===== config.mk =====
export PLATFORM = sky130hd
export DESIGN_NAME = frame_parser_crc16_flat
export DESIGN_NICKNAME = d
export VERILOG_FILES = /design/src/rtl/core/fpc_pkg.sv /design/src/rtl/core/fpc_if.sv /design/src/rtl/core/frame_parser_crc16.sv /design/src/flat_wrapper.sv
export SDC_FILE = /design/constraint.sdc
export NUM_CORES = 1
export LEC_CHECK = 0
export BUFFER_PORTS_ARGS = -buffer_cell sky130_fd_sc_hd__buf_2
export CORE_MARGIN = 4
export CORE_UTILIZATION = 40
export CTS_BUF_LIST = sky130_fd_sc_hd__clkbuf_16
export CTS_CLUSTER_SIZE = 16
export DETAILED_ROUTE_END_ITERATION = 10
export HOLD_SLACK_MARGIN = 0.02
export PLACE_DENSITY = 0.66
export SETUP_SLACK_MARGIN = 0.4
export SLEW_MARGIN = 15
export SYNTH_ARGS = -nofsm -noshare
export SYNTH_HDL_FRONTEND = slang
export SYNTH_SLANG_ARGS = --single-unit

===== constraint.sdc =====
create_clock -name clk -period 2.25 [get_ports clk]
set_input_delay 0.225 -clock clk [delete_from_list [all_inputs] [get_ports clk]]
set_output_delay 0.225 -clock clk [all_outputs]
set_load 0.05 [all_outputs]

===== src/rtl/core/fpc_pkg.sv =====
// shared constants, types and the crc byte update for the frame parser
`default_nettype none

package fpc_pkg;

	// largest payload length accepted before a length error is raised
	localparam int unsigned MAX_PAYLOAD = 128;

	localparam int unsigned RX_W    = 8;
	localparam int unsigned IDX_W   = 7;
	localparam int unsigned LEN_W   = 16;
	localparam int unsigned CRC_W   = 16;
	localparam int unsigned CFG_IDX_W = 2;

	// payload counter must hold MAX_PAYLOAD and feed the 7-bit index
	localparam int unsigned CNT_RAW_W = $clog2(MAX_PAYLOAD + 1);
	localparam int unsigned CNT_W     = (CNT_RAW_W > IDX_W) ? CNT_RAW_W : IDX_W;

	localparam logic [CRC_W-1:0] CRC_POLY_REFL = 16'hA001;
	localparam logic [CRC_W-1:0] CRC_INIT      = 16'h0000;

	localparam logic [RX_W-1:0] HDR_FIRST_RST  = 8'hAA;
	localparam logic [RX_W-1:0] HDR_SECOND_RST = 8'h44;
	localparam logic [RX_W-1:0] HDR_THIRD_RST  = 8'h16;

	typedef enum logic [2:0] {
		PH_HEAD0,
		PH_HEAD1,
		PH_HEAD2,
		PH_LENLO,
		PH_LENHI,
		PH_DATA,
		PH_CRCLO,
		PH_CRCHI
	} phase_t;

	typedef enum logic [2:0] {
		EV_NONE,
		EV_PAYLOAD,
		EV_GOOD,
		EV_CRCERR,
		EV_LENERR
	} ev_t;

	typedef enum logic [CFG_IDX_W-1:0] {
		REG_HDR_FIRST,
		REG_HDR_SECOND,
		REG_HDR_THIRD
	} reg_idx_t;

	// crc-16/arc, reflected, one byte per call, eight shift steps
	function automatic logic [CRC_W-1:0] crc_arc_byte(
		input logic [CRC_W-1:0] crc_in,
		input logic [RX_W-1:0]  data_in
	);
		logic [CRC_W-1:0] c;
		c = crc_in ^ {{(CRC_W-RX_W){1'b0}}, data_in};
		for (int k = 0; k < RX_W; k++) begin
			if (c[0]) begin
				c = (c >> 1) ^ CRC_POLY_REFL;
			end else begin
				c = c >> 1;
			end
		end
		return c;
	endfunction

endpackage

`default_nettype wire


===== src/rtl/core/fpc_if.sv =====
// channel interfaces of the frame parser: received bytes, results, register writes
`default_nettype none

interface fpc_rx_if;
	import fpc_pkg::*;
	logic            valid;
	logic            ready;
	logic [RX_W-1:0] rx_byte;

	modport source (output valid, output rx_byte, input ready);
	modport sink   (input valid, input rx_byte, output ready);
endinterface

interface fpc_ev_if;
	import fpc_pkg::*;
	logic             valid;
	logic             ready;
	ev_t              event_code;
	logic [RX_W-1:0]  payload_byte;
	logic [IDX_W-1:0] payload_index;
	logic [LEN_W-1:0] frame_length;
	logic [CRC_W-1:0] crc_value;

	modport source (output valid, output event_code, output payload_byte,
		output payload_index, output frame_length, output crc_value, input ready);
	modport sink   (input valid, input event_code, input payload_byte,
		input payload_index, input frame_length, input crc_value, output ready);
endinterface

interface fpc_cfg_if;
	import fpc_pkg::*;
	logic                 valid;
	logic                 ready;
	logic [CFG_IDX_W-1:0] index;
	logic [RX_W-1:0]      data;

	modport source (output valid, output index, output data, input ready);
	modport sink   (input valid, input index, input data, output ready);
endinterface

`default_nettype wire


===== src/rtl/core/frame_parser_crc16.sv =====
// frame parser top level: header hunt, length, payload and crc-16/arc check
//
// channel  | dir | payload                                   | item
// ---------+-----+-------------------------------------------+---------------------------
// rx_ch    | in  | rx_byte                                   | one received byte
// ev_ch    | out | event_code, payload_byte, payload_index,  | one result per byte
//          |     | frame_length, crc_value                   |
// cfg_ch   | in  | index, data                               | one header byte write
//
// one item per cycle while ev_ch is not stalled; each byte passes the phase decode and crc update combinationally
// a result appears on ev_ch the cycle after its byte is taken, from the result register
// rx_ch is ready whenever the result register is empty or being emptied in the same cycle
// a stall on ev_ch holds the result and stops intake; parser state moves only on intake
// arst_n clears the phase, the result valid flag and restores the default header bytes
// cfg_ch is always ready; writes to an unknown index are dropped
`default_nettype none

module frame_parser_crc16 (
	input  wire logic clk,
	input  wire logic arst_n,
	fpc_rx_if.sink    rx_ch,
	fpc_ev_if.source  ev_ch,
	fpc_cfg_if.sink   cfg_ch
);
	import fpc_pkg::*;

	// header bytes, written through the register port
	logic [RX_W-1:0] hdr_first_q;
	logic [RX_W-1:0] hdr_second_q;
	logic [RX_W-1:0] hdr_third_q;

	// parser state
	phase_t           phase_q, phase_d;
	logic [LEN_W-1:0] length_q, length_d;
	logic [CNT_W-1:0] bytes_seen_q, bytes_seen_d;
	logic [CRC_W-1:0] crc_q, crc_d;
	logic [RX_W-1:0]  crc_lo_q, crc_lo_d;

	// result register
	logic             out_valid_q;
	ev_t              ev_q, ev_d;
	logic [RX_W-1:0]  pbyte_q, pbyte_d;
	logic [IDX_W-1:0] pidx_q, pidx_d;
	logic [LEN_W-1:0] flen_q, flen_d;
	logic [CRC_W-1:0] crcv_q, crcv_d;

	// helpers
	logic             rx_acc;
	logic [CRC_W-1:0] crc_upd;
	logic [LEN_W-1:0] len_full;
	logic [CNT_W-1:0] cnt_inc;
	logic [CRC_W-1:0] rx_crc;

	// intake stalls only while a result is held and not taken
	assign rx_ch.ready = !out_valid_q || ev_ch.ready;
	assign rx_acc      = rx_ch.valid && rx_ch.ready;

	assign cfg_ch.ready = 1'b1;

	assign crc_upd  = crc_arc_byte(crc_q, rx_ch.rx_byte);
	// length assembled from the low byte already held and the incoming high byte
	assign len_full = {rx_ch.rx_byte, length_q[RX_W-1:0]};
	assign cnt_inc  = bytes_seen_q + 1'b1;
	assign rx_crc   = {rx_ch.rx_byte, crc_lo_q};

	// next state and result of the current byte
	always_comb begin
		phase_d      = phase_q;
		length_d     = length_q;
		bytes_seen_d = bytes_seen_q;
		crc_d        = crc_q;
		crc_lo_d     = crc_lo_q;
		ev_d         = EV_NONE;
		pbyte_d      = '0;
		pidx_d       = '0;
		flen_d       = '0;
		crcv_d       = '0;
		unique case (phase_q)
			PH_HEAD0: begin
				phase_d = (rx_ch.rx_byte == hdr_first_q) ? PH_HEAD1 : PH_HEAD0;
			end
			PH_HEAD1: begin
				phase_d = (rx_ch.rx_byte == hdr_second_q) ? PH_HEAD2 : PH_HEAD0;
			end
			PH_HEAD2: begin
				// full header seen: the crc restarts for the length field
				if (rx_ch.rx_byte == hdr_third_q) begin
					phase_d = PH_LENLO;
					crc_d   = CRC_INIT;
				end else begin
					phase_d = PH_HEAD0;
				end
			end
			PH_LENLO: begin
				length_d = {{(LEN_W-RX_W){1'b0}}, rx_ch.rx_byte};
				crc_d    = crc_upd;
				phase_d  = PH_LENHI;
			end
			PH_LENHI: begin
				length_d     = len_full;
				crc_d        = crc_upd;
				bytes_seen_d = '0;
				priority if (len_full > LEN_W'(MAX_PAYLOAD)) begin
					// oversize frame is dropped
					ev_d    = EV_LENERR;
					flen_d  = len_full;
					phase_d = PH_HEAD0;
				end else if (len_full == '0) begin
					// empty payload goes straight to the crc
					phase_d = PH_CRCLO;
				end else begin
					phase_d = PH_DATA;
				end
			end
			PH_DATA: begin
				crc_d        = crc_upd;
				ev_d         = EV_PAYLOAD;
				pbyte_d      = rx_ch.rx_byte;
				pidx_d       = bytes_seen_q[IDX_W-1:0];
				flen_d       = length_q;
				bytes_seen_d = cnt_inc;
				if (LEN_W'(cnt_inc) >= length_q) begin
					phase_d = PH_CRCLO;
				end
			end
			PH_CRCLO: begin
				crc_lo_d = rx_ch.rx_byte;
				phase_d  = PH_CRCHI;
			end
			PH_CRCHI: begin
				ev_d    = (rx_crc == crc_q) ? EV_GOOD : EV_CRCERR;
				flen_d  = length_q;
				crcv_d  = crc_q;
				phase_d = PH_HEAD0;
			end
		endcase
	end

	// phase register
	always_ff @(posedge clk or negedge arst_n) begin
		if (!arst_n) begin
			phase_q <= PH_HEAD0;
		end else if (rx_acc) begin
			phase_q <= phase_d;
		end
	end

	// frame bookkeeping, every field is loaded before it is used
	always_ff @(posedge clk) begin
		if (rx_acc) begin
			length_q     <= length_d;
			bytes_seen_q <= bytes_seen_d;
			crc_q        <= crc_d;
			crc_lo_q     <= crc_lo_d;
		end
	end

	// header byte registers
	always_ff @(posedge clk or negedge arst_n) begin
		if (!arst_n) begin
			hdr_first_q  <= HDR_FIRST_RST;
			hdr_second_q <= HDR_SECOND_RST;
			hdr_third_q  <= HDR_THIRD_RST;
		end else if (cfg_ch.valid && cfg_ch.ready) begin
			case (cfg_ch.index)
				REG_HDR_FIRST:  hdr_first_q  <= cfg_ch.data;
				REG_HDR_SECOND: hdr_second_q <= cfg_ch.data;
				REG_HDR_THIRD:  hdr_third_q  <= cfg_ch.data;
				default: ;
			endcase
		end
	end

	// result valid flag
	always_ff @(posedge clk or negedge arst_n) begin
		if (!arst_n) begin
			out_valid_q <= 1'b0;
		end else if (rx_acc) begin
			out_valid_q <= 1'b1;
		end else if (ev_ch.ready) begin
			out_valid_q <= 1'b0;
		end
	end

	// result payload
	always_ff @(posedge clk) begin
		if (rx_acc) begin
			ev_q    <= ev_d;
			pbyte_q <= pbyte_d;
			pidx_q  <= pidx_d;
			flen_q  <= flen_d;
			crcv_q  <= crcv_d;
		end
	end

	assign ev_ch.valid         = out_valid_q;
	assign ev_ch.event_code    = ev_q;
	assign ev_ch.payload_byte  = pbyte_q;
	assign ev_ch.payload_index = pidx_q;
	assign ev_ch.frame_length  = flen_q;
	assign ev_ch.crc_value     = crcv_q;

	// a byte taken at the crc high phase always closes the frame with a verdict
	a_crchi_verdict: assert property (@(posedge clk) disable iff (!arst_n)
		(rx_acc && phase_q == PH_CRCHI) |=>
		(ev_ch.valid && (ev_ch.event_code == EV_GOOD || ev_ch.event_code == EV_CRCERR)
			&& phase_q == PH_HEAD0))
		else $error("crc high byte did not close the frame");

	// inside the payload the counter stays below the length
	a_data_count: assert property (@(posedge clk) disable iff (!arst_n)
		(phase_q == PH_DATA) |-> (LEN_W'(bytes_seen_q) < length_q))
		else $error("payload counter reached the length inside the payload");

	// intake is refused only while a result is held
	a_stall_cause: assert property (@(posedge clk) disable iff (!arst_n)
		!rx_ch.ready |-> ev_ch.valid)
		else $error("intake stalled with the result register empty");

	// a length error always sends the parser back to the hunt
	a_lenerr_hunt: assert property (@(posedge clk) disable iff (!arst_n)
		(rx_acc && ev_d == EV_LENERR) |=> (phase_q == PH_HEAD0))
		else $error("length error did not restart the header hunt");

endmodule

`default_nettype wire

===== src/flat_wrapper.sv =====
// flat-port wrapper written by rule: the top's interface ports become plain ports
module frame_parser_crc16_flat import fpc_pkg::*;
  (clk, arst_n, rx_ch_valid, rx_ch_rx_byte, rx_ch_ready, ev_ch_valid, ev_ch_event_code, ev_ch_payload_byte, ev_ch_payload_index, ev_ch_frame_length, ev_ch_crc_value, ev_ch_ready, cfg_ch_valid, cfg_ch_index, cfg_ch_data, cfg_ch_ready);
  fpc_rx_if rx_ch_i ();
  fpc_ev_if ev_ch_i ();
  fpc_cfg_if cfg_ch_i ();
  input  wire logic clk;
  input  wire logic arst_n;
  input wire logic [$bits(rx_ch_i.valid)-1:0] rx_ch_valid;
  input wire logic [$bits(rx_ch_i.rx_byte)-1:0] rx_ch_rx_byte;
  output wire logic [$bits(rx_ch_i.ready)-1:0] rx_ch_ready;
  output wire logic [$bits(ev_ch_i.valid)-1:0] ev_ch_valid;
  output wire logic [$bits(ev_ch_i.event_code)-1:0] ev_ch_event_code;
  output wire logic [$bits(ev_ch_i.payload_byte)-1:0] ev_ch_payload_byte;
  output wire logic [$bits(ev_ch_i.payload_index)-1:0] ev_ch_payload_index;
  output wire logic [$bits(ev_ch_i.frame_length)-1:0] ev_ch_frame_length;
  output wire logic [$bits(ev_ch_i.crc_value)-1:0] ev_ch_crc_value;
  input wire logic [$bits(ev_ch_i.ready)-1:0] ev_ch_ready;
  input wire logic [$bits(cfg_ch_i.valid)-1:0] cfg_ch_valid;
  input wire logic [$bits(cfg_ch_i.index)-1:0] cfg_ch_index;
  input wire logic [$bits(cfg_ch_i.data)-1:0] cfg_ch_data;
  output wire logic [$bits(cfg_ch_i.ready)-1:0] cfg_ch_ready;
  assign rx_ch_i.valid = rx_ch_valid;
  assign rx_ch_i.rx_byte = rx_ch_rx_byte;
  assign rx_ch_ready = rx_ch_i.ready;
  assign ev_ch_valid = ev_ch_i.valid;
  assign ev_ch_event_code = ev_ch_i.event_code;
  assign ev_ch_payload_byte = ev_ch_i.payload_byte;
  assign ev_ch_payload_index = ev_ch_i.payload_index;
  assign ev_ch_frame_length = ev_ch_i.frame_length;
  assign ev_ch_crc_value = ev_ch_i.crc_value;
  assign ev_ch_i.ready = ev_ch_ready;
  assign cfg_ch_i.valid = cfg_ch_valid;
  assign cfg_ch_i.index = cfg_ch_index;
  assign cfg_ch_i.data = cfg_ch_data;
  assign cfg_ch_ready = cfg_ch_i.ready;
  frame_parser_crc16 u_core (.clk(clk), .arst_n(arst_n), .rx_ch(rx_ch_i), .ev_ch(ev_ch_i), .cfg_ch(cfg_ch_i));
endmodule

== Yosys cells after proc, flatten, opt, wreduce, memory -nomap -nowiden ==
Index checks and enable logic that the tools add are counted.
Word-level totals
  register bits: 126
  word-level logic and storage cells: 90
Cells by class
  $add $sub $neg: 1
  order comparisons: 2
  equality and inequality tests: 15
  multiplexer cells: 26
  bitwise gates (word level): 10
  reduce and logical (&&, ||, !) cells: 21
Operators with widths (number)
  16-bit two-way mux: 10
  16-bit one-hot mux with 2 select lines: 3
  8-bit equality test: 3
  2-bit inverter with 3-bit output: 8
  3-bit one-hot mux with 8 select lines: 1
  16-bit equality test: 1
  8-bit by 16-bit greater-or-equal comparator with 1-bit output: 1
  16-bit by 8-bit greater-than comparator with 1-bit output (second input constant): 1
  16-bit logical NOT: 1
  8-bit one-hot mux with 2 select lines: 1
  16-bit by 8-bit XOR with 16-bit output: 1
  2-bit AND reduction: 7
  3-bit equality test (second input constant): 4
  3-bit two-way mux: 3
  3-bit one-hot mux with 3 select lines: 1
  8-bit by 1-bit adder with 8-bit output (second input constant): 1
  2-bit nonzero test: 4
  3-bit by 2-bit equality test with 1-bit output (second input constant): 2
  2-bit two-way mux: 3
  3-bit AND reduction: 2
  1-bit two-way mux: 4
  2-bit by 1-bit != test with 1-bit output (second input constant): 2
  3-bit by 1-bit equality test with 1-bit output (second input constant): 1
  3-bit logical NOT: 1
  other kinds (9): 9

== Longest topological paths before layout ==
  word-level depth: 18
  mapped depth: 9
  gate-level depth less buffers: 9

== Worst setup path before layout ==
No wires, ideal clock.
  kind: reg-to-reg
  start: reg u_core.out_valid_q, in the netlist u_core.ev_ch.valid
  end: reg u_core.crc_lo_q[0], enable pin
  setup time: 0.333 ns
  arrival: 2.412 ns
  setup slack: -0.495 ns
  cell stages (with the launch flop): 5
  path buffers: 0
  cell sequence: dfrtp_1 -> nand2b_1 -> nand2_1 -> inv_2 -> and4b_1
Between the ends
  cells in the longest elaborated chain, start to end: 4
RTL lines
  start, declared: RTL line frame_parser_crc16.sv:40  | logic out_valid_q;
  start signal, assigned: RTL line frame_parser_crc16.sv:177  | out_valid_q <= 1'b0;
  start signal, assigned: RTL line frame_parser_crc16.sv:179  | out_valid_q <= 1'b1;
  start signal, assigned: RTL line frame_parser_crc16.sv:181  | out_valid_q <= 1'b0;
  1-bit logical NOT: RTL line frame_parser_crc16.sv:55  | assign rx_ch.ready = !out_valid_q || ev_ch.ready;
  1-bit logical OR: RTL line frame_parser_crc16.sv:55
  named net rx_ch_ready: RTL line flat_wrapper.sv:11  | output wire logic [$bits(rx_ch_i.ready)-1:0] rx_ch_ready;
  1-bit logical AND: RTL line frame_parser_crc16.sv:56  | assign rx_acc = rx_ch.valid && rx_ch.ready;
  named net u_core.rx_acc: RTL line frame_parser_crc16.sv:48  | logic rx_acc;
  2-bit AND reduction (no line)
  end signal, assigned: RTL line frame_parser_crc16.sv:154  | crc_lo_q <= crc_lo_d;
  end, declared: RTL line frame_parser_crc16.sv:37  | logic [RX_W-1:0] crc_lo_q, crc_lo_d;
The timed path passes the listed nets, and every way through them passes these cells.
A chain may end at the register's enable or synchronous reset.

== Worst setup path after layout ==
  start: reg u_core.crc_q[3]
  end: reg u_core.crc_q[0] (data pin)
Between the ends
  cells in the longest elaborated chain, start to end: 11
RTL lines
  start, declared: RTL line frame_parser_crc16.sv:36  | logic [CRC_W-1:0] crc_q, crc_d;
  start signal, assigned: RTL line frame_parser_crc16.sv:153  | crc_q <= crc_d;
  16-bit by 8-bit XOR with 16-bit output *: RTL line fpc_pkg.sv:57  | c = crc_in ^ {{(CRC_W-RX_W){1'b0}}, data_in};
  16-bit two-way mux * (2 in a row): RTL line fpc_pkg.sv:59  | if (c[0]) begin
  2-bit inverter with 3-bit output (no line)
  16-bit two-way mux * (6 in a row): RTL line fpc_pkg.sv:59
  16-bit one-hot mux with 2 select lines *: RTL line frame_parser_crc16.sv:78  | unique case (phase_q)
Every way passes the cells marked *; elsewhere a longest branch is shown, timed or not.

==> results.md <==
- The flow ran to the end, and the final reports show no timing, DRC or antenna violations.
- IR analysis of the VDD net gives a maximum drop of 510 uV.
- Once layout is done, the placed cells without fillers occupy approximately 7500 sq um.
- The largest net degree at the start of global routing is 37.
- Counting every net in the synthesized netlist gives 459.
- Between clock sinks in the finished design, the worst skew comes to 9.65 ps.
- The area fraction of the dominant cell type after synthesis is 0.498.
- The category of the worst setup path capture point is a flop.
- After synthesis, the share of flip-flops with an asynchronous set or reset is 0.222.
- A synthesized cell averages 13.8 sq um.
- The number of DRC markers after the initial detailed-route iteration is 186.
- The number of instances in the placed design is 679.
- For this block, the routed nets add up to 12,900 microns of wire.
- Routability-driven placement finished with a final weighted congestion of approximately 0.81.
- Dividing the detail-routed wire length by the instance count gives 17.6 microns.
- For the worst setup path, the data required time is 2420 ps.
- The residual overflow from global routing is 0.
- The dominant cell type by area after synthesis is sky130_fd_sc_hd__edfxtp_1.
- The initialized floorplan defines 44 standard-cell rows.
- The filler cells instantiated in the layout total 1,223.
- The antenna diode count is 0.
- The largest single stage delay on the critical path is 500 ps.
- The count of antenna-violating nets left after detailed routing is 0.
- The worst slew margin relative to its limit is 0.540.
- The floorplan step defined a die boundary enclosing 16,800 sq um.
- The final-report hold violation count is 0.
- The I/O pin total is 76.
- The unique cell type count in the Yosys netlist is 50.
- The critical path is of the flop to flop type.
- The ratio of total power to cell area is 834 nW/um^2.
- For this design, the sink count on the clock tree is 126.
- The routed layout has approximately 3,700 vias.
- In the final layout, the share of cells above drive strength 1 is 0.397.
- On the final layout, the worst hold slack is 58.3 ps.
- The final period utilization is 0.902.
- The critical path goes through xnor2_2 -> xor2_1 -> xnor3_2 -> xor2_2 -> xnor2_1 -> nor2_1.
- The number of nets in the layout is 571.
- The final number of max-transition violations was 0.
- The area of the mapped netlist is 5910 sq um.
- The synthesis-to-layout area growth is 26.7%.
- The longest clock path from root to sink contains 2 buffers.
- At the pin with the least slew margin, the transition time is just under 700 ps.
- Measured along the x axis, the die boundary spans 130 microns.
- For the worst-skew pair, the clock arrives at the later sink with an insertion delay of 410 ps.
- The number of clock buffers added by TritonCTS is 17.
- The area used by multi-input combinational logic is approximately 2300 sq um.
- The largest individual stage delay along the critical path comes from the cell sky130_fd_sc_hd__xnor3_2.
- The initial utilization of the core area, before any placement, comes to 0.408.
- The cell family contributing the most delay on the critical path is XOR/XNOR gates.
- The global routing usage summed across all routing layers is 0.158.
- The Yosys step of the flow raised 0 warnings.
- Setup repair after global routing could not meet its margin everywhere.
- The area inside the core boundary is 14,500 sq um.
- The die height is 130 microns.
- The tool flagged a number of max-cap violations equal to 0.
- Adding up every negative setup slack in the final design gives 0 ps.
- After detailed routing, the number of vias per cell comes to 4.99.
- The number of input and output port buffers inserted is 74.
- Setup violations remaining at the end of the flow were counted as 0.
- Based on the critical path, the design can be clocked at up to roughly 500 MHz.
- The register area share after synthesis is 0.618.
- The storage element area is ~3700 sq um.
- STA classifies the critical path startpoint as a flop.
- The detailed-route DRC error count is 0.
- The leakage power of the design is 3.08 nW.
- The synthesized flop and latch total is ~130.
- After clock tree synthesis, the clock-pin slew on the worst setup and hold paths is approximately 50 ps.
- The via count of the first global-routing pass is about 3,700.
- At the worst endpoint, the arrival time is between 2000 and 2500 ps.
- The final instance count without filler cells is 735.
- The maximum fanout encountered on the critical timing path is 2.
- The number of enable flip-flop cells after synthesis is 98.
- The count of buffering cells on the critical path with inverters included is 0.
- The most used flip-flop cell after synthesis is sky130_fd_sc_hd__edfxtp_1.
- The count of mapped cells out of synthesis is 427.
- The detailed placement HPWL is 8910 microns.
- The first TritonRoute pass finished after 4 iterations.
- The CTS tree is done.
- Yosys attributes the largest share of cell area to sky130_fd_sc_hd__edfxtp_1 50%, sky130_fd_sc_hd__dfrtp_1 8.0%, sky130_fd_sc_hd__xor2_1 5.3%.
- The shortest clock period the worst path allows after layout is 2030 ps.
- In this run the clock root is driven by a sky130_fd_sc_hd__clkbuf_16.
- The number of H-tree levels is 4.
- The initial antenna violation count is 0.
- The path class of the tightest hold or removal check is input pin to flop.
- After detailed placement, the total cell area comes to about 6600 sq um.
- The first global-routing pass estimated 19,900 microns of wire.
path summary, 6_finish.rpt:
path | from | slack [ps] | depth (start not counted) | to
worst max-delay path | u_core.crc_q[3] | 220 | 6 | u_core.crc_q[0]
worst min register to register | u_core.hdr_first_q[2] | 530 | 1 | u_core.hdr_first_q[2]
worst min-delay path | cfg_ch_data[7] | 60 | 2 | u_core.hdr_third_q[7]
worst max register to register | u_core.crc_q[3] | 220 | 6 | u_core.crc_q[0]
min in group asynchronous | arst_n | 370 | 2 | u_core.hdr_third_q[3]
max in group asynchronous | arst_n | 1420 | 2 | u_core.ev_ch.valid
worst register-to-register path, cell delays in order, from the launching register on:
cell                       delay (ps)
sky130_fd_sc_hd__edfxtp_1         440
sky130_fd_sc_hd__xnor2_2          210
sky130_fd_sc_hd__xor2_1           240
sky130_fd_sc_hd__xnor3_2          500
sky130_fd_sc_hd__xor2_2           170
sky130_fd_sc_hd__xnor2_1          170
sky130_fd_sc_hd__nor2_1            60
kinds of logic after synthesis:
kind of cell	count (synthesis)	share of synthesized area
flip-flops	126	0.618
AND/OR/NAND/NOR	140	0.137
multiplexers	24	0.0457
XOR/XNOR	68	0.120
buffers and inverters	29	0.0250
AO/OA/AOI/OAI	30	0.0347
adder cells (fa/ha/maj)	9	0.0191
other	1	0.000634
sequential cells by signal, indices dropped and copies added, names as in the netlist:
register and count:
u_core.crc_q 16, u_core.ev_ch.crc_value 16, u_core.ev_ch.frame_length 16, u_core.length_q 16
u_core.bytes_seen_q 8, u_core.crc_lo_q 8, u_core.ev_ch.payload_byte 8, u_core.hdr_first_q 8
u_core.hdr_second_q 8, u_core.hdr_third_q 8, u_core.ev_ch.payload_index 7, u_core.ev_ch.event_code 3
u_core.phase_q 3, u_core.ev_ch.valid 1
synth_stat cells (all sizes together) (2+ instances only):
cell,n
dfrtp,19
buf,9
edfxtp,98
clkbuf,12
mux2,24
xnor2,28
ha,9
xnor3,2
nor2,20
dfstp,9
a21oi,9
o211ai,2
inv,8
and3,19
a211oi,2
a21o,10
xor2,38
nor4,10
nand3,7
nor3,6
and2,39
nand3b,2
nand4,2
nor2b,16
nand2b,4
nand2,8
metal layers:
metal	vias up	track usage	part of all wire
met5	-	0	0
met4	0	0.0758	0.016
met3	19	0.0416	0.060
met2	103	0.245	0.48
met1	1789	0.208	0.44
li1	1753	-	-
cells in the final DEF (no fill, tap or decap), types with 4 or more instances in the layout:
cell type                   count
sky130_fd_sc_hd__a21o_1        10
sky130_fd_sc_hd__a21oi_1        7
sky130_fd_sc_hd__and2_1        28
sky130_fd_sc_hd__and2_4        10
sky130_fd_sc_hd__and3_1        18
sky130_fd_sc_hd__buf_2         74
sky130_fd_sc_hd__buf_4         36
sky130_fd_sc_hd__clkbuf_16     18
sky130_fd_sc_hd__clkinv_2       5
sky130_fd_sc_hd__dfrtp_1       18
sky130_fd_sc_hd__dfstp_2        9
sky130_fd_sc_hd__edfxtp_1      98
sky130_fd_sc_hd__ha_1           7
sky130_fd_sc_hd__inv_1          7
sky130_fd_sc_hd__mux2_2        21
sky130_fd_sc_hd__nand2_1        7
sky130_fd_sc_hd__nand3_1        4
sky130_fd_sc_hd__nor2_1        17
sky130_fd_sc_hd__nor2b_1       15
sky130_fd_sc_hd__nor3_1         4
sky130_fd_sc_hd__nor4_1         6
sky130_fd_sc_hd__nor4_2         4
sky130_fd_sc_hd__xnor2_1       20
sky130_fd_sc_hd__xnor2_2        6
sky130_fd_sc_hd__xor2_1        35
timing repair:
item / 4_1_cts / 5_1_grt
cloned: 0 / 1
endpoints found under the setup margin: 51 / 31
hold endpoints to repair: 20 / 0
gates resized for setup: 18 / 14
buffers inserted: 15 / 7
pin swaps: 26 / 14
hold buffers: 2 / 0
metrics by stage:
stage / utilization / total power [mW] / setup slack [ps]
floorplan: - / 3.46 / 334
global placement: 0.455 / 3.66 / 46.5
detailed placement: 0.455 / 3.68 / 1.52
CTS: 0.506 / 6.29 / 210
global route: 0.517 / 6.48 / 113
finish: 0.517 / 6.25 / 220
cell type report:
class	count	area share
flip-flops and latches	126	0.488
multi-input cells	272	0.307
repair buffers	114	0.0942
clock buffers	17	0.0568
well taps	184	0.0307
clock inverters	14	0.0170
inverters	8	0.00618
where the power goes:
| part | switching, mW | internal [mW] |
|---|---|---|
| combinational | 0.523 | 0.359 |
| sequential | 0.100 | 2.70 |
| clock | 0.965 | 1.60 |
| total | 1.59 | 4.66 |
(Power assumes the default switching activity.)
